### src/rtl/sact_pkg.sv
// Package for the servo angle calibration table: widths, codes, table types and helpers.
`timescale 1ns / 1ps
package sact_pkg;

    // Field widths fixed by the command and result words
    localparam int CMD_W  = 2;
    localparam int ID_W   = 4;
    localparam int PWM_W  = 8;
    localparam int ANG_W  = 16;
    localparam int MAG_W  = 16;            // magnitude of an angle difference
    localparam int PROD_W = MAG_W + PWM_W; // magnitude of the interpolation product

    // Serial unit step counts
    localparam int MUL_STEPS = PWM_W;
    localparam int DIV_STEPS = PROD_W;

    // Table size
    localparam int SERVO_COUNT_DEF = 12;
    localparam int TABLE_SLOTS     = 16;

    // Default pwm per servo after reset; slots past the last servo read zero
    localparam logic [PWM_W-1:0] DEFAULT_PWM_RESET [TABLE_SLOTS] = '{
        8'd44, 8'd73, 8'd30, 8'd112, 8'd81, 8'd38, 8'd50, 8'd100,
        8'd130, 8'd105, 8'd74, 8'd32, 8'd0, 8'd0, 8'd0, 8'd0
    };

    // Command codes
    typedef enum logic [CMD_W-1:0] {
        CMD_SET_PWM   = 2'd0,
        CMD_SET_ANGLE = 2'd1,
        CMD_WRITE_CAL = 2'd2,
        CMD_READ_CAL  = 2'd3
    } t_cmd;

    // Result word kinds
    localparam logic RESP_ACK    = 1'b0;
    localparam logic RESP_REPORT = 1'b1;

    // Sequencer states
    typedef enum logic [2:0] {
        S_IDLE,
        S_SETUP,
        S_MUL,
        S_DIV,
        S_REPORT,
        S_ACK
    } t_state;

    // One calibration entry
    typedef struct packed {
        logic [PWM_W-1:0] base_pwm;
        logic [ANG_W-1:0] angle_a;
        logic [PWM_W-1:0] pwm_a;
        logic [ANG_W-1:0] angle_b;
        logic [PWM_W-1:0] pwm_b;
    } t_entry;

    // Table write port
    typedef struct packed {
        logic            en;
        logic [ID_W-1:0] idx;
        t_entry          data;
    } t_tab_wr;

    // Serial multiplier request and response
    typedef struct packed {
        logic             start;
        logic [MAG_W-1:0] mcand;
        logic [PWM_W-1:0] mplier;
    } t_mul_req;

    typedef struct packed {
        logic              done;
        logic [PROD_W-1:0] product;
    } t_mul_rsp;

    // Serial divider request and response
    typedef struct packed {
        logic              start;
        logic [PROD_W-1:0] dividend;
        logic [MAG_W-1:0]  divisor;
    } t_div_req;

    typedef struct packed {
        logic              done;
        logic [PROD_W-1:0] quot;
    } t_div_rsp;

    // Magnitude of a 17-bit two's complement angle difference
    function automatic logic [MAG_W-1:0] mag_angle(input logic [MAG_W:0] v);
        logic [MAG_W:0] neg;
        neg = -v;
        return v[MAG_W] ? neg[MAG_W-1:0] : v[MAG_W-1:0];
    endfunction

    // Magnitude of a 9-bit two's complement pwm difference
    function automatic logic [PWM_W-1:0] mag_pwm(input logic [PWM_W:0] v);
        logic [PWM_W:0] neg;
        neg = -v;
        return v[PWM_W] ? neg[PWM_W-1:0] : v[PWM_W-1:0];
    endfunction

endpackage

### src/rtl/sact_table.sv
// Calibration table: one entry per servo, one write and one registered read port.
`timescale 1ns / 1ps
module sact_table #(
    parameter int SERVO_COUNT = sact_pkg::SERVO_COUNT_DEF
) (
    input  logic                      i_clk,
    input  logic                      i_rst_n,
    input  sact_pkg::t_tab_wr         i_wr,
    input  logic                      i_rd_en,
    input  logic [sact_pkg::ID_W-1:0] i_rd_idx,
    output sact_pkg::t_entry          o_rd
);
    import sact_pkg::*;

    localparam int IW = (SERVO_COUNT > 1) ? $clog2(SERVO_COUNT) : 1;

    t_entry r_tab [SERVO_COUNT];
    t_entry r_rd;

    // Entry storage, reset to the per-servo defaults
    always_ff @(posedge i_clk) begin
        if (!i_rst_n) begin
            for (int i = 0; i < SERVO_COUNT; i++) begin
                r_tab[i] <= '{base_pwm: DEFAULT_PWM_RESET[i], angle_a: '0,
                              pwm_a: '0, angle_b: '0, pwm_b: '0};
            end
        end else if (i_wr.en) begin
            r_tab[i_wr.idx[IW-1:0]] <= i_wr.data;
        end
    end

    // Registered read, captured when a command word is taken
    always_ff @(posedge i_clk) begin
        if (i_rd_en) begin
            r_rd <= r_tab[i_rd_idx[IW-1:0]];
        end
    end

    assign o_rd = r_rd;

endmodule

### src/rtl/sact_mul.sv
// Bit-serial shift-add multiplier: one multiplier bit per cycle.
`timescale 1ns / 1ps
module sact_mul (
    input  logic               i_clk,
    input  logic               i_rst_n,
    input  sact_pkg::t_mul_req i_req,
    output sact_pkg::t_mul_rsp o_rsp
);
    import sact_pkg::*;

    localparam int CW = (MUL_STEPS > 1) ? $clog2(MUL_STEPS) : 1;
    localparam logic [CW-1:0] LAST = CW'(MUL_STEPS - 1);

    logic              r_run;
    logic              r_done;
    logic [CW-1:0]     r_cnt;
    logic [PROD_W-1:0] r_acc;
    logic [PROD_W-1:0] r_mc;
    logic [PWM_W-1:0]  r_mr;

    // Step control
    always_ff @(posedge i_clk) begin
        if (!i_rst_n) begin
            r_run  <= 1'b0;
            r_done <= 1'b0;
            r_cnt  <= '0;
        end else begin
            r_done <= 1'b0;
            if (i_req.start) begin
                r_run <= 1'b1;
                r_cnt <= '0;
            end else if (r_run) begin
                r_cnt <= r_cnt + 1'b1;
                if (r_cnt == LAST) begin
                    r_run  <= 1'b0;
                    r_done <= 1'b1;
                end
            end
        end
    end

    // Shift-add datapath: add the shifted multiplicand where the multiplier bit is set
    always_ff @(posedge i_clk) begin
        if (i_req.start) begin
            r_acc <= '0;
            r_mc  <= {{(PROD_W-MAG_W){1'b0}}, i_req.mcand};
            r_mr  <= i_req.mplier;
        end else if (r_run) begin
            if (r_mr[0]) begin
                r_acc <= r_acc + r_mc;
            end
            r_mc <= {r_mc[PROD_W-2:0], 1'b0};
            r_mr <= {1'b0, r_mr[PWM_W-1:1]};
        end
    end

    assign o_rsp.done    = r_done;
    assign o_rsp.product = r_acc;

endmodule

### src/rtl/sact_div.sv
// Restoring divider, unsigned: one quotient bit per cycle.
`timescale 1ns / 1ps
module sact_div (
    input  logic               i_clk,
    input  logic               i_rst_n,
    input  sact_pkg::t_div_req i_req,
    output sact_pkg::t_div_rsp o_rsp
);
    import sact_pkg::*;

    localparam int CW = (DIV_STEPS > 1) ? $clog2(DIV_STEPS) : 1;
    localparam logic [CW-1:0] LAST = CW'(DIV_STEPS - 1);

    logic              r_run;
    logic              r_done;
    logic [CW-1:0]     r_cnt;
    logic [MAG_W-1:0]  r_rem;
    logic [PROD_W-1:0] r_q;
    logic [MAG_W-1:0]  r_d;

    logic [MAG_W:0]    rem_sh;
    logic [MAG_W+1:0]  trial;
    logic              fits;

    // Trial subtract of the divisor from the shifted partial remainder
    always_comb begin
        rem_sh = {r_rem, r_q[PROD_W-1]};
        trial  = {1'b0, rem_sh} - {2'b00, r_d};
        fits   = !trial[MAG_W+1];
    end

    // Step control
    always_ff @(posedge i_clk) begin
        if (!i_rst_n) begin
            r_run  <= 1'b0;
            r_done <= 1'b0;
            r_cnt  <= '0;
        end else begin
            r_done <= 1'b0;
            if (i_req.start) begin
                r_run <= 1'b1;
                r_cnt <= '0;
            end else if (r_run) begin
                r_cnt <= r_cnt + 1'b1;
                if (r_cnt == LAST) begin
                    r_run  <= 1'b0;
                    r_done <= 1'b1;
                end
            end
        end
    end

    // Dividend shifts out of the top of r_q while quotient bits shift in
    always_ff @(posedge i_clk) begin
        if (i_req.start) begin
            r_rem <= '0;
            r_q   <= i_req.dividend;
            r_d   <= i_req.divisor;
        end else if (r_run) begin
            r_rem <= fits ? trial[MAG_W-1:0] : rem_sh[MAG_W-1:0];
            r_q   <= {r_q[PROD_W-2:0], fits};
        end
    end

    assign o_rsp.done = r_done;
    assign o_rsp.quot = r_q;

endmodule

### src/rtl/servo_angle_calibration_table_top.sv
// Top level of the servo angle calibration table: command sequencer and result words.
//
//  channel   | direction | handshake                         | payload
//  ----------+-----------+-----------------------------------+---------------------------------
//  command   | in        | taken at i_start high, o_busy low | i_cmd, i_servo_id, pwm/angle fields
//  result    | out       | o_strobe high for one cycle       | o_response_kind ... o_last_of_run
//
// Set pwm, write calibration, read of an unknown servo and set angle on an unknown
// servo or with equal calibration angles: the ack follows in S_ACK after S_SETUP.
// Read calibration: the report in S_REPORT after S_SETUP, then the ack. Set angle with
// distinct angles: the ack after S_MUL, on the bit-serial multiplier (8 steps), and
// S_DIV, on the restoring divider (24 steps). o_busy stays high up to and including
// the ack cycle; reset restores the table defaults at once. The receiver cannot stall.
`timescale 1ns / 1ps
module servo_angle_calibration_table_top #(
    parameter int SERVO_COUNT = sact_pkg::SERVO_COUNT_DEF
) (
    input  logic                              i_clk,
    input  logic                              i_rst_n,
    input  logic                              i_start,
    output logic                              o_busy,
    input  logic [sact_pkg::CMD_W-1:0]        i_cmd,
    input  logic [sact_pkg::ID_W-1:0]         i_servo_id,
    input  logic [sact_pkg::PWM_W-1:0]        i_direct_pwm,
    input  logic signed [sact_pkg::ANG_W-1:0] i_target_angle,
    input  logic [sact_pkg::PWM_W-1:0]        i_new_default_pwm,
    input  logic signed [sact_pkg::ANG_W-1:0] i_new_angle_a,
    input  logic [sact_pkg::PWM_W-1:0]        i_new_pwm_a,
    input  logic signed [sact_pkg::ANG_W-1:0] i_new_angle_b,
    input  logic [sact_pkg::PWM_W-1:0]        i_new_pwm_b,
    output logic                              o_strobe,
    output logic                              o_response_kind,
    output logic [sact_pkg::CMD_W-1:0]        o_echo_cmd,
    output logic                              o_drive_valid,
    output logic [sact_pkg::ID_W-1:0]         o_drive_servo,
    output logic [sact_pkg::PWM_W-1:0]        o_drive_pwm,
    output logic [sact_pkg::ID_W-1:0]         o_report_servo,
    output logic [sact_pkg::PWM_W-1:0]        o_report_default_pwm,
    output logic signed [sact_pkg::ANG_W-1:0] o_report_angle_a,
    output logic [sact_pkg::PWM_W-1:0]        o_report_pwm_a,
    output logic signed [sact_pkg::ANG_W-1:0] o_report_angle_b,
    output logic [sact_pkg::PWM_W-1:0]        o_report_pwm_b,
    output logic                              o_last_of_run
);
    import sact_pkg::*;

    localparam int SUM_W = PROD_W + 2;

    // Sequencer and command registers
    t_state            r_state, n_state;
    t_cmd              r_cmd, n_cmd;
    logic [ID_W-1:0]   r_id, n_id;
    logic              r_known, n_known;
    logic [PWM_W-1:0]  r_direct, n_direct;
    logic [ANG_W-1:0]  r_angle, n_angle;
    logic              r_drive_valid, n_drive_valid;
    logic [PWM_W-1:0]  r_pwm, n_pwm;

    logic              busy;
    logic              accept;
    logic              known_in;
    t_tab_wr           tab_wr;
    logic [ID_W-1:0]   rd_idx;
    t_entry            ent;
    t_mul_req          mul_req;
    t_mul_rsp          mul_rsp;
    t_div_req          div_req;
    t_div_rsp          div_rsp;

    logic [MAG_W:0]    diff_x;
    logic [MAG_W:0]    diff_d;
    logic [PWM_W:0]    diff_p;
    logic              quot_neg;
    logic [SUM_W-1:0]  q_ext;
    logic [SUM_W-1:0]  q_signed;
    logic [SUM_W-1:0]  sum;
    logic [PWM_W-1:0]  clamped;

    // Command word intake
    assign busy     = (r_state != S_IDLE);
    assign accept   = i_start && !busy;
    assign known_in = ({1'b0, i_servo_id} < (ID_W+1)'(SERVO_COUNT));
    assign rd_idx   = known_in ? i_servo_id : '0;

    // Calibration write goes straight into the table on the taking edge
    always_comb begin
        tab_wr.en            = accept && (t_cmd'(i_cmd) == CMD_WRITE_CAL) && known_in;
        tab_wr.idx           = i_servo_id;
        tab_wr.data.base_pwm = i_new_default_pwm;
        tab_wr.data.angle_a  = i_new_angle_a;
        tab_wr.data.pwm_a    = i_new_pwm_a;
        tab_wr.data.angle_b  = i_new_angle_b;
        tab_wr.data.pwm_b    = i_new_pwm_b;
    end

    sact_table #(
        .SERVO_COUNT (SERVO_COUNT)
    ) u_table (
        .i_clk    (i_clk),
        .i_rst_n  (i_rst_n),
        .i_wr     (tab_wr),
        .i_rd_en  (accept),
        .i_rd_idx (rd_idx),
        .o_rd     (ent)
    );

    sact_mul u_mul (
        .i_clk   (i_clk),
        .i_rst_n (i_rst_n),
        .i_req   (mul_req),
        .o_rsp   (mul_rsp)
    );

    sact_div u_div (
        .i_clk   (i_clk),
        .i_rst_n (i_rst_n),
        .i_req   (div_req),
        .o_rsp   (div_rsp)
    );

    // Interpolation operands; the entry read holds still for the whole command
    always_comb begin
        diff_x   = {r_angle[ANG_W-1], r_angle} - {ent.angle_a[ANG_W-1], ent.angle_a};
        diff_d   = {ent.angle_b[ANG_W-1], ent.angle_b} - {ent.angle_a[ANG_W-1], ent.angle_a};
        diff_p   = {1'b0, ent.pwm_b} - {1'b0, ent.pwm_a};
        quot_neg = diff_x[MAG_W] ^ diff_p[PWM_W] ^ diff_d[MAG_W];
    end

    // Signed quotient (truncated toward zero) plus pwm_a, saturated to the pwm range
    always_comb begin
        q_ext    = {2'b00, div_rsp.quot};
        q_signed = quot_neg ? -q_ext : q_ext;
        sum      = q_signed + {{(SUM_W-PWM_W){1'b0}}, ent.pwm_a};
        if (sum[SUM_W-1]) begin
            clamped = '0;
        end else if (|sum[SUM_W-2:PWM_W]) begin
            clamped = '1;
        end else begin
            clamped = sum[PWM_W-1:0];
        end
    end

    // State register
    always_ff @(posedge i_clk) begin
        if (!i_rst_n) begin
            r_state <= S_IDLE;
        end else begin
            r_state <= n_state;
        end
    end

    // Command payload registers
    always_ff @(posedge i_clk) begin
        r_cmd         <= n_cmd;
        r_id          <= n_id;
        r_known       <= n_known;
        r_direct      <= n_direct;
        r_angle       <= n_angle;
        r_drive_valid <= n_drive_valid;
        r_pwm         <= n_pwm;
    end

    // Next state, unit requests and result word
    always_comb begin
        n_state       = r_state;
        n_cmd         = r_cmd;
        n_id          = r_id;
        n_known       = r_known;
        n_direct      = r_direct;
        n_angle       = r_angle;
        n_drive_valid = r_drive_valid;
        n_pwm         = r_pwm;

        mul_req.start  = 1'b0;
        mul_req.mcand  = mag_angle(diff_x);
        mul_req.mplier = mag_pwm(diff_p);
        div_req.start    = 1'b0;
        div_req.dividend = mul_rsp.product;
        div_req.divisor  = mag_angle(diff_d);

        o_strobe             = 1'b0;
        o_response_kind      = RESP_ACK;
        o_echo_cmd           = r_cmd;
        o_drive_valid        = 1'b0;
        o_drive_servo        = '0;
        o_drive_pwm          = '0;
        o_report_servo       = '0;
        o_report_default_pwm = '0;
        o_report_angle_a     = '0;
        o_report_pwm_a       = '0;
        o_report_angle_b     = '0;
        o_report_pwm_b       = '0;
        o_last_of_run        = 1'b0;

        unique case (r_state)
            S_IDLE: begin
                if (accept) begin
                    n_cmd         = t_cmd'(i_cmd);
                    n_id          = i_servo_id;
                    n_known       = known_in;
                    n_direct      = i_direct_pwm;
                    n_angle       = i_target_angle;
                    n_drive_valid = 1'b0;
                    n_state       = S_SETUP;
                end
            end
            S_SETUP: begin
                n_state       = S_ACK;
                n_drive_valid = 1'b0;
                unique case (r_cmd)
                    CMD_SET_PWM: begin
                        n_drive_valid = r_known;
                        n_pwm         = r_direct;
                    end
                    CMD_SET_ANGLE: begin
                        n_drive_valid = r_known;
                        if (r_known) begin
                            if (ent.angle_a == ent.angle_b) begin
                                n_pwm = ent.base_pwm;
                            end else begin
                                mul_req.start = 1'b1;
                                n_state       = S_MUL;
                            end
                        end
                    end
                    CMD_WRITE_CAL: begin
                        n_state = S_ACK;
                    end
                    CMD_READ_CAL: begin
                        n_state = r_known ? S_REPORT : S_ACK;
                    end
                    default: begin
                        n_state = S_ACK;
                    end
                endcase
            end
            S_MUL: begin
                if (mul_rsp.done) begin
                    div_req.start = 1'b1;
                    n_state       = S_DIV;
                end
            end
            S_DIV: begin
                if (div_rsp.done) begin
                    n_pwm   = clamped;
                    n_state = S_ACK;
                end
            end
            S_REPORT: begin
                o_strobe             = 1'b1;
                o_response_kind      = RESP_REPORT;
                o_report_servo       = r_id;
                o_report_default_pwm = ent.base_pwm;
                o_report_angle_a     = ent.angle_a;
                o_report_pwm_a       = ent.pwm_a;
                o_report_angle_b     = ent.angle_b;
                o_report_pwm_b       = ent.pwm_b;
                n_state              = S_ACK;
            end
            S_ACK: begin
                o_strobe      = 1'b1;
                o_drive_valid = r_drive_valid;
                o_drive_servo = r_drive_valid ? r_id : '0;
                o_drive_pwm   = r_drive_valid ? r_pwm : '0;
                o_last_of_run = 1'b1;
                n_state       = S_IDLE;
            end
            default: begin
                n_state = S_IDLE;
            end
        endcase
    end

    assign o_busy = busy;

    // Checks on sequencing
    a_strobe_busy: assert property (@(posedge i_clk) disable iff (!i_rst_n)
        o_strobe |-> o_busy)
        else $error("result word shown while idle");

    a_report_then_ack: assert property (@(posedge i_clk) disable iff (!i_rst_n)
        (o_strobe && (o_response_kind == RESP_REPORT)) |=>
        (o_strobe && (o_response_kind == RESP_ACK) && o_last_of_run))
        else $error("report not followed by its ack");

    a_drive_on_ack: assert property (@(posedge i_clk) disable iff (!i_rst_n)
        o_drive_valid |-> (o_strobe && (o_response_kind == RESP_ACK)))
        else $error("drive outside an ack");

    a_mul_done_state: assert property (@(posedge i_clk) disable iff (!i_rst_n)
        mul_rsp.done |-> (r_state == S_MUL))
        else $error("multiplier finished outside its state");

    a_div_done_state: assert property (@(posedge i_clk) disable iff (!i_rst_n)
        div_rsp.done |-> (r_state == S_DIV))
        else $error("divider finished outside its state");

endmodule
### config.mk
export PLATFORM = sky130hd
export DESIGN_NAME = servo_angle_calibration_table_top
export DESIGN_NICKNAME = d
export VERILOG_FILES = /design/src/rtl/sact_pkg.sv /design/src/rtl/sact_table.sv /design/src/rtl/sact_mul.sv /design/src/rtl/sact_div.sv /design/src/rtl/servo_angle_calibration_table_top.sv
export SDC_FILE = /design/constraint.sdc
export NUM_CORES = 2
export LEC_CHECK = 0
export BUFFER_PORTS_ARGS = -buffer_cell sky130_fd_sc_hd__clkbuf_2
export CORE_ASPECT_RATIO = 0.6
export CORE_UTILIZATION = 56
export DETAILED_ROUTE_END_ITERATION = 7
export PLACE_DENSITY = 0.78
export SYNTH_ARGS = -nofsm -noshare
export SYNTH_HDL_FRONTEND = slang
export SYNTH_SLANG_ARGS = --single-unit
### constraint.sdc
create_clock -name i_clk -period 12.3 [get_ports i_clk]
set_clock_uncertainty 0.1 [all_clocks]
set_input_delay 2.46 -clock i_clk [delete_from_list [all_inputs] [get_ports i_clk]]
set_output_delay 2.46 -clock i_clk [all_outputs]
set_load 0.05 [all_outputs]
======== Word-level counts from Yosys, hierarchy flattened ========
Memories as Yosys holds them, arrays and structs flattened. A register that Yosys moved wholly into a read port is not among the register bits.
Cells that the tools add are included.
cells by class
  add/sub/neg operators ................... 12
  order comparisons ....................... 1
  eq/ne operators ......................... 17
  multiplexer cells ....................... 65
  bitwise logic cells ..................... 5
  reduce and logical (&&, ||, !) cells .... 25
operators with widths
  operator                               count
  2-to-1 mux 16 bit                      7
  2-to-1 mux 8 bit                       13
  2-to-1 mux 56 bit                      1
  OR reduction 56 bit                    1
  2-to-1 mux 24 bit                      2
  subtractor 16 x 16 -> 17 bit           2
  negation 16 bit                        2
  case mux 8 bit (2 select lines)        2
  adder 26 x 8 -> 26 bit                 1
  2-to-1 mux 1 bit                       26
  2-to-1 mux 26 bit                      1
  negation 24 -> 26 bit                  1
  adder 24 bit                           1
  2-to-1 mux 4 bit                       5
  subtractor 17 x 16 -> 18 bit           1
  OR reduction 17 bit                    1
  == test 16 bit                         1
  2-to-1 mux 3 bit                       5
  case mux 3 bit (5 select lines)        1
  == test 3 bit (second input constant)  3
  subtractor 8 x 8 -> 9 bit              1
  negation 8 bit                         1
  nonzero test 2 bit                     4
  OR reduction 2 bit                     4
  other kinds (25)                       38
storage, ports and cells
  register bits after elaboration ......... 167
  RAM bits ................................ 672
  input bits .............................. 89
  output and inout bits ................... 79
  memories ................................ 1
memory list
  memory         depth  width  read ports  clocked after Yosys merged registers in  wr ports  RTL line          RTL
  u_table.r_tab  12     56     1           1                                        12        sact_table.sv:17  t_entry r_tab [SERVO_COUNT];

======== Depth between registers and ports, before layout ========
  word-level depth ........................ 10
  mapped depth ............................ 28
  mapped depth without buffers ............ 26

======== By module ========
A second synthesis with hierarchy kept.
second synthesis, totals
  cells, all modules ...................... 3788
  area total of the unflattened synthesis .. 53695.2 µm²
by module, submodules not included
  module                             instances  cells an instance  area an instance (µm²)  seq. area each (µm²)
  sact_table                         1          2255               40085.9                 28587.4
  servo_angle_calibration_table_top  1          869                6681.4                  1261.2
  sact_mul                           1          353                3515.9                  1461.4
  sact_div                           1          311                3412.0                  1661.6

======== Worst setup path after synthesis ========
No wires, ideal clock.
  path type ............................... input -> register
  start point ............................. input i_start
  end point ............................... memory u_table.r_tab[7][0] (netlist name), enable pin
  library setup time ...................... 547 ps
  arrival ................................. 11400 ps
  setup slack ............................. 253 ps
  stages on the path ...................... 7
  path buffers ............................ 2
  cells stage by stage .................... inv_1 > nor2_1 > nand4b_1 > or3b_2 > clkbuf_1 > clkbuf_1 > o21ai_0
RTL lines
  what             RTL line                                 RTL
  start, declared  servo_angle_calibration_table_top.sv:20  input logic i_start,
  end, declared    sact_table.sv:17

======== Worst setup path after layout ========
  start point ............................. register r_angle[0]
  end point ............................... register r_pwm[0], data pin
between the ends
  longest elaborated chain between the ends .. 10
ends and longest elaborated chain
  what                               RTL line                                  RTL
  start, declared                    servo_angle_calibration_table_top.sv:55   logic [ANG_W-1:0] r_angle, n_angle;
  start signal, assigned             servo_angle_calibration_table_top.sv:158  r_angle <= n_angle;
  subtractor 16 x 16 -> 17 bit *     servo_angle_calibration_table_top.sv:123  diff_x = {r_angle[ANG_W-1], r_angle} - {ent.angle_a[ANG_W-1], ent.angle_a};
  XOR 1 bit * (2 in a row)           servo_angle_calibration_table_top.sv:126  quot_neg = diff_x[MAG_W] ^ diff_p[PWM_W] ^ diff_d[MAG_W];
  2-to-1 mux 26 bit *                servo_angle_calibration_table_top.sv:132  q_signed = quot_neg ? -q_ext : q_ext;
  adder 26 x 8 -> 26 bit *           servo_angle_calibration_table_top.sv:133  sum = q_signed + {{(SUM_W-PWM_W){1'b0}}, ent.pwm_a};
  OR reduction 17 bit                servo_angle_calibration_table_top.sv:136  end else if (|sum[SUM_W-2:PWM_W]) begin
  2-to-1 mux 8 bit                   servo_angle_calibration_table_top.sv:136
  2-to-1 mux 8 bit *                 servo_angle_calibration_table_top.sv:134  if (sum[SUM_W-1]) begin
  2-to-1 mux 8 bit *                 servo_angle_calibration_table_top.sv:244  if (div_rsp.done) begin
  case mux 8 bit (2 select lines) *  servo_angle_calibration_table_top.sv:195  unique case (r_state)
  named net n_pwm[0]                 servo_angle_calibration_table_top.sv:57   logic [PWM_W-1:0] r_pwm, n_pwm;
  end signal, assigned               servo_angle_calibration_table_top.sv:160  r_pwm <= n_pwm;
  end, declared                      servo_angle_calibration_table_top.sv:57
The timed path passes the listed nets; every way through them passes the cells marked *. The select of a mux whose other input is x is not followed.
A chain may end at the register's enable or synchronous reset.

==> results by group <==
Die
  – Die Ht: between 200 and 250 um
  – Die Width: around 370 um
  – # rows: 81
  – CORE AREA: about 80000 um2
  – I/O Pins: between 150 and 200
  – Initial Util: 56.9%
  – Die ar.: 84500 um2

Critical path
  – Crit Path Class: flop to flop
  – Crit end category: flop
  – Slowest CP cell: a2111oi_0
  – Reg2reg start: r_angle[0]
  – Crit-path max FO: 12
  – Required time of the critical path: 12.60 ns
  – Reg2Reg Setup Slack: 5.11 ns
  – Max incr delay on CP: 0.59 ns
  – CP arrival: 7.48 ns
  – Worst R2R End: r_pwm[0]
  – R2R cell count: 25
  – Setup crit start: r_angle[0]
  – Setup crit start kind: flop

Timing
  – Minimum clock period: 7.19 ns
  – Worst-margin pin slew: 1.33 ns
  – Max-slew violations: 0
  – Final worst-path cycle share: approximately three fifths
  – Fin. Hold Viols: 0
  – Post-route setup TNS: 0 ns
  – Max_slew headroom: 11.6%
  – Unrepaired setup endpoints after global routing: false
  – Max Clk Rate: 139 MHz
  – Final setup violation count: 0

Final layout
  – Final Util: 62.2%
  – Layout area overhead: 9.43%
  – Final net count: 4459
  – Layout cell share with drive strength beyond 1: 9.64%

Clocking
  – Clock Path Buffers: 3
  – Post-CTS Resized: 0
  – Reg clk slew, reported paths: 0.07 ns
  – H-tree Lvls: 3
  – Clk_lat worst skew: between 0.6 and 0.7 ns
  – Clock Sink Count: 895
  – CTS tree: yes
  – Postcts setup bufs: 0
  – CTS buffer count: 85
  – Clock root cell: clkbuf_16
  – Cts hold-fix bufs: 0

Global routing
  – Total gr overflow: 0
  – Largest net degree at the start of global routing: 174
  – First-pass GRT wire length: 198000 um
  – Vias in the first global route: ~30000
  – GRT Util Overall: 31.7%
  – Initial antenna violation count: 18

Routing
  – Routed wire length: 134000 um
  – Residual DRC: 0
  – Initial drt markers: about 4600
  – Routed WL per cell: between 20 and 25 um
  – Post-route antenna net violation count: 0
  – First-pass DRT Iterations: 6
  – Via count: 33456
  – Vias/cell: 6.17

Logic synthesis
  – Synthesized area per cell: 10.8 um2
  – Syn nets: 4506
  – Seq cells post-synth: 895
  – Synth top area share: 53.6%
  – Ys Warns: 0
  – Post-synth top flop: edfxtp_1
  – EDFF count, synth: 832
  – Synth top cells by count: edfxtp_1 (832), and2_1 (719), nand2_1 (514), clkbuf_1 (331), nor2b_1 (243)
  – Count leader, synth: edfxtp_1
  – Cell area after synthesis: 46600 um2
  – FFs w/ async S/R, synth: 0%
  – Synth area leaders: edfxtp_1 (54%), and2_1 (9.6%), nand2_1 (4.1%), a211oi_1 (3.8%), nor2b_1 (3.3%)
  – Leading area contributor after synthesis: edfxtp_1
  – Post-synthesis instance total: 4317
  – Register area share after synthesis: 56.3%
  – Cell variety after synth: 88

Placed design
  – GPL Wtd Cong: 0.946
  – DP HPWL: 83600 um
  – Buffers on Ports: roughly 170

Hold path
  – Worst hold path class: flop to flop
  – Hold Path Origin: u_mul.r_acc[23]
  – Hold Path End: u_mul.r_acc[23]
  – Hold Path Depth: 2

Power
  – Power density over the cells: 158 nW/um2
  – Comb pwr share: 21.2%
  – Clock power frac: 34.1%
  – Flop pwr share: 44.7%
  – IR drop worst, VDD: 0.0000969 V
  – P_sw: between 2 and 2.5 mW
  – Switch share: 29.9%
  – Internal: 5.66 mW
  – Pleak: ~19 nW

Run
  – Max cap viols: 0

Run status
  – Status: finished, final reports clean
==> state kept, by name, summed over array words and instances (netlist names), 2 cells and up <==
register       count
r_pwm              8
u_mul.r_acc       24
u_div.r_rem       16
u_div.r_q         24
u_table.r_tab    672
u_table.o_rd      56
r_state            3
o_echo_cmd         2
u_mul.r_mr         8
r_direct           8
u_div.r_cnt        5
r_id               4
u_mul.r_mc        24
r_angle           16
u_div.r_d         16
u_mul.r_cnt        3
==> cell type report <==
type,instances,area (um2)
clock buffer,111,2330
antenna,9,22.5
tap,1079,1350
multi-input combinational,2979,18900
inverter,95,357
clock inverter,40,527
sequential,895,26200
fill,6392,31000
timing repair buffer,214,1260
==> power groups by stage <==
stage | Clock, mW | Combinational [mW] | Sequential, mW
after global placement | 0 | 1.65 | 3.67
after floorplan | 0 | 1.23 | 3.64
after detailed placement | 0 | 1.67 | 3.67
after global routing | 2.89 | 1.85 | 3.63
final | 2.75 | 1.72 | 3.61
after CTS | 2.77 | 1.68 | 3.61
==> critical path: cells and delay by family (launching register included) <==
family	cells	cell delay (ns)
xor+xnor	1	0.55
flops	1	0.38
mux	1	0.44
simple gates	5	1.16
buf+inv	2	0.14
compound gates	13	3.23
fa+ha+maj	3	0.89
==> layout by cell type, fill, tap and decap left out, types with 60 or more instances in the layout <==
cell,n
edfxtp_1,832
and2_1,718
nand2_1,512
nor2b_1,242
a211oi_1,238
a21oi_1,188
clkbuf_2,164
a31oi_1,125
nor2_1,111
o21ai_0,100
ha_1,94
inv_1,93
clkbuf_16,87
xnor2_1,67
dfxtp_1,63
a311oi_1,60
==> worst max path at each step <==
stage,end,slack (ns)
final,r_pwm[0],5.11
after global routing,r_pwm[0],4.65
after CTS,r_pwm[1],5.28
after detailed placement,r_pwm[0],5.30
after global placement,r_pwm[1],5.42
after floorplan,u_table.r_tab[7][0],0.25
==> kinds of logic after synthesis <==
logic type                 count (synthesis)  share of synthesized area (%)
AOI/OAI and AO/OA                        860                           12.5
and+or+nand+nor                         1867                           21.8
adders and majority gates                100                           2.78
xor gates and xnor gates                 114                           2.24
muxes                                     38                          0.850
buffers and inverters                    443                           3.61
DFF                                      895                           56.3
==> metal layers <==
metal | up-vias | global-route usage (%) | share of wire [%]
li1 | 15374 | - | -
met1 | 16025 | 48.1 | 44
met2 | 1809 | 42.2 | 40
met3 | 232 | 8.50 | 12
met4 | 16 | 13.4 | 4.2
met5 | - | 0 | 0.072
==> per-stage QoR <==
stage | setup WS [ns] | hold slack [ns] | power (mW) | instances | instance area, um2
after CTS | 5.28 | 0.378 | 8.06 | 5413 | 51000
after detailed placement | 5.30 | 0.369 | 5.34 | 5262 | 48200
after floorplan | 0.253 | 0.343 | 4.87 | 4317 | 46600
after global routing | 4.65 | 0.394 | 8.36 | 5419 | 51000
final | 5.11 | 0.377 | 8.08 | 5422 | 51000
after global placement | 5.42 | 0.353 | 5.31 | 5262 | 48200
No activity file was read; power rests on OpenSTA's default activity.
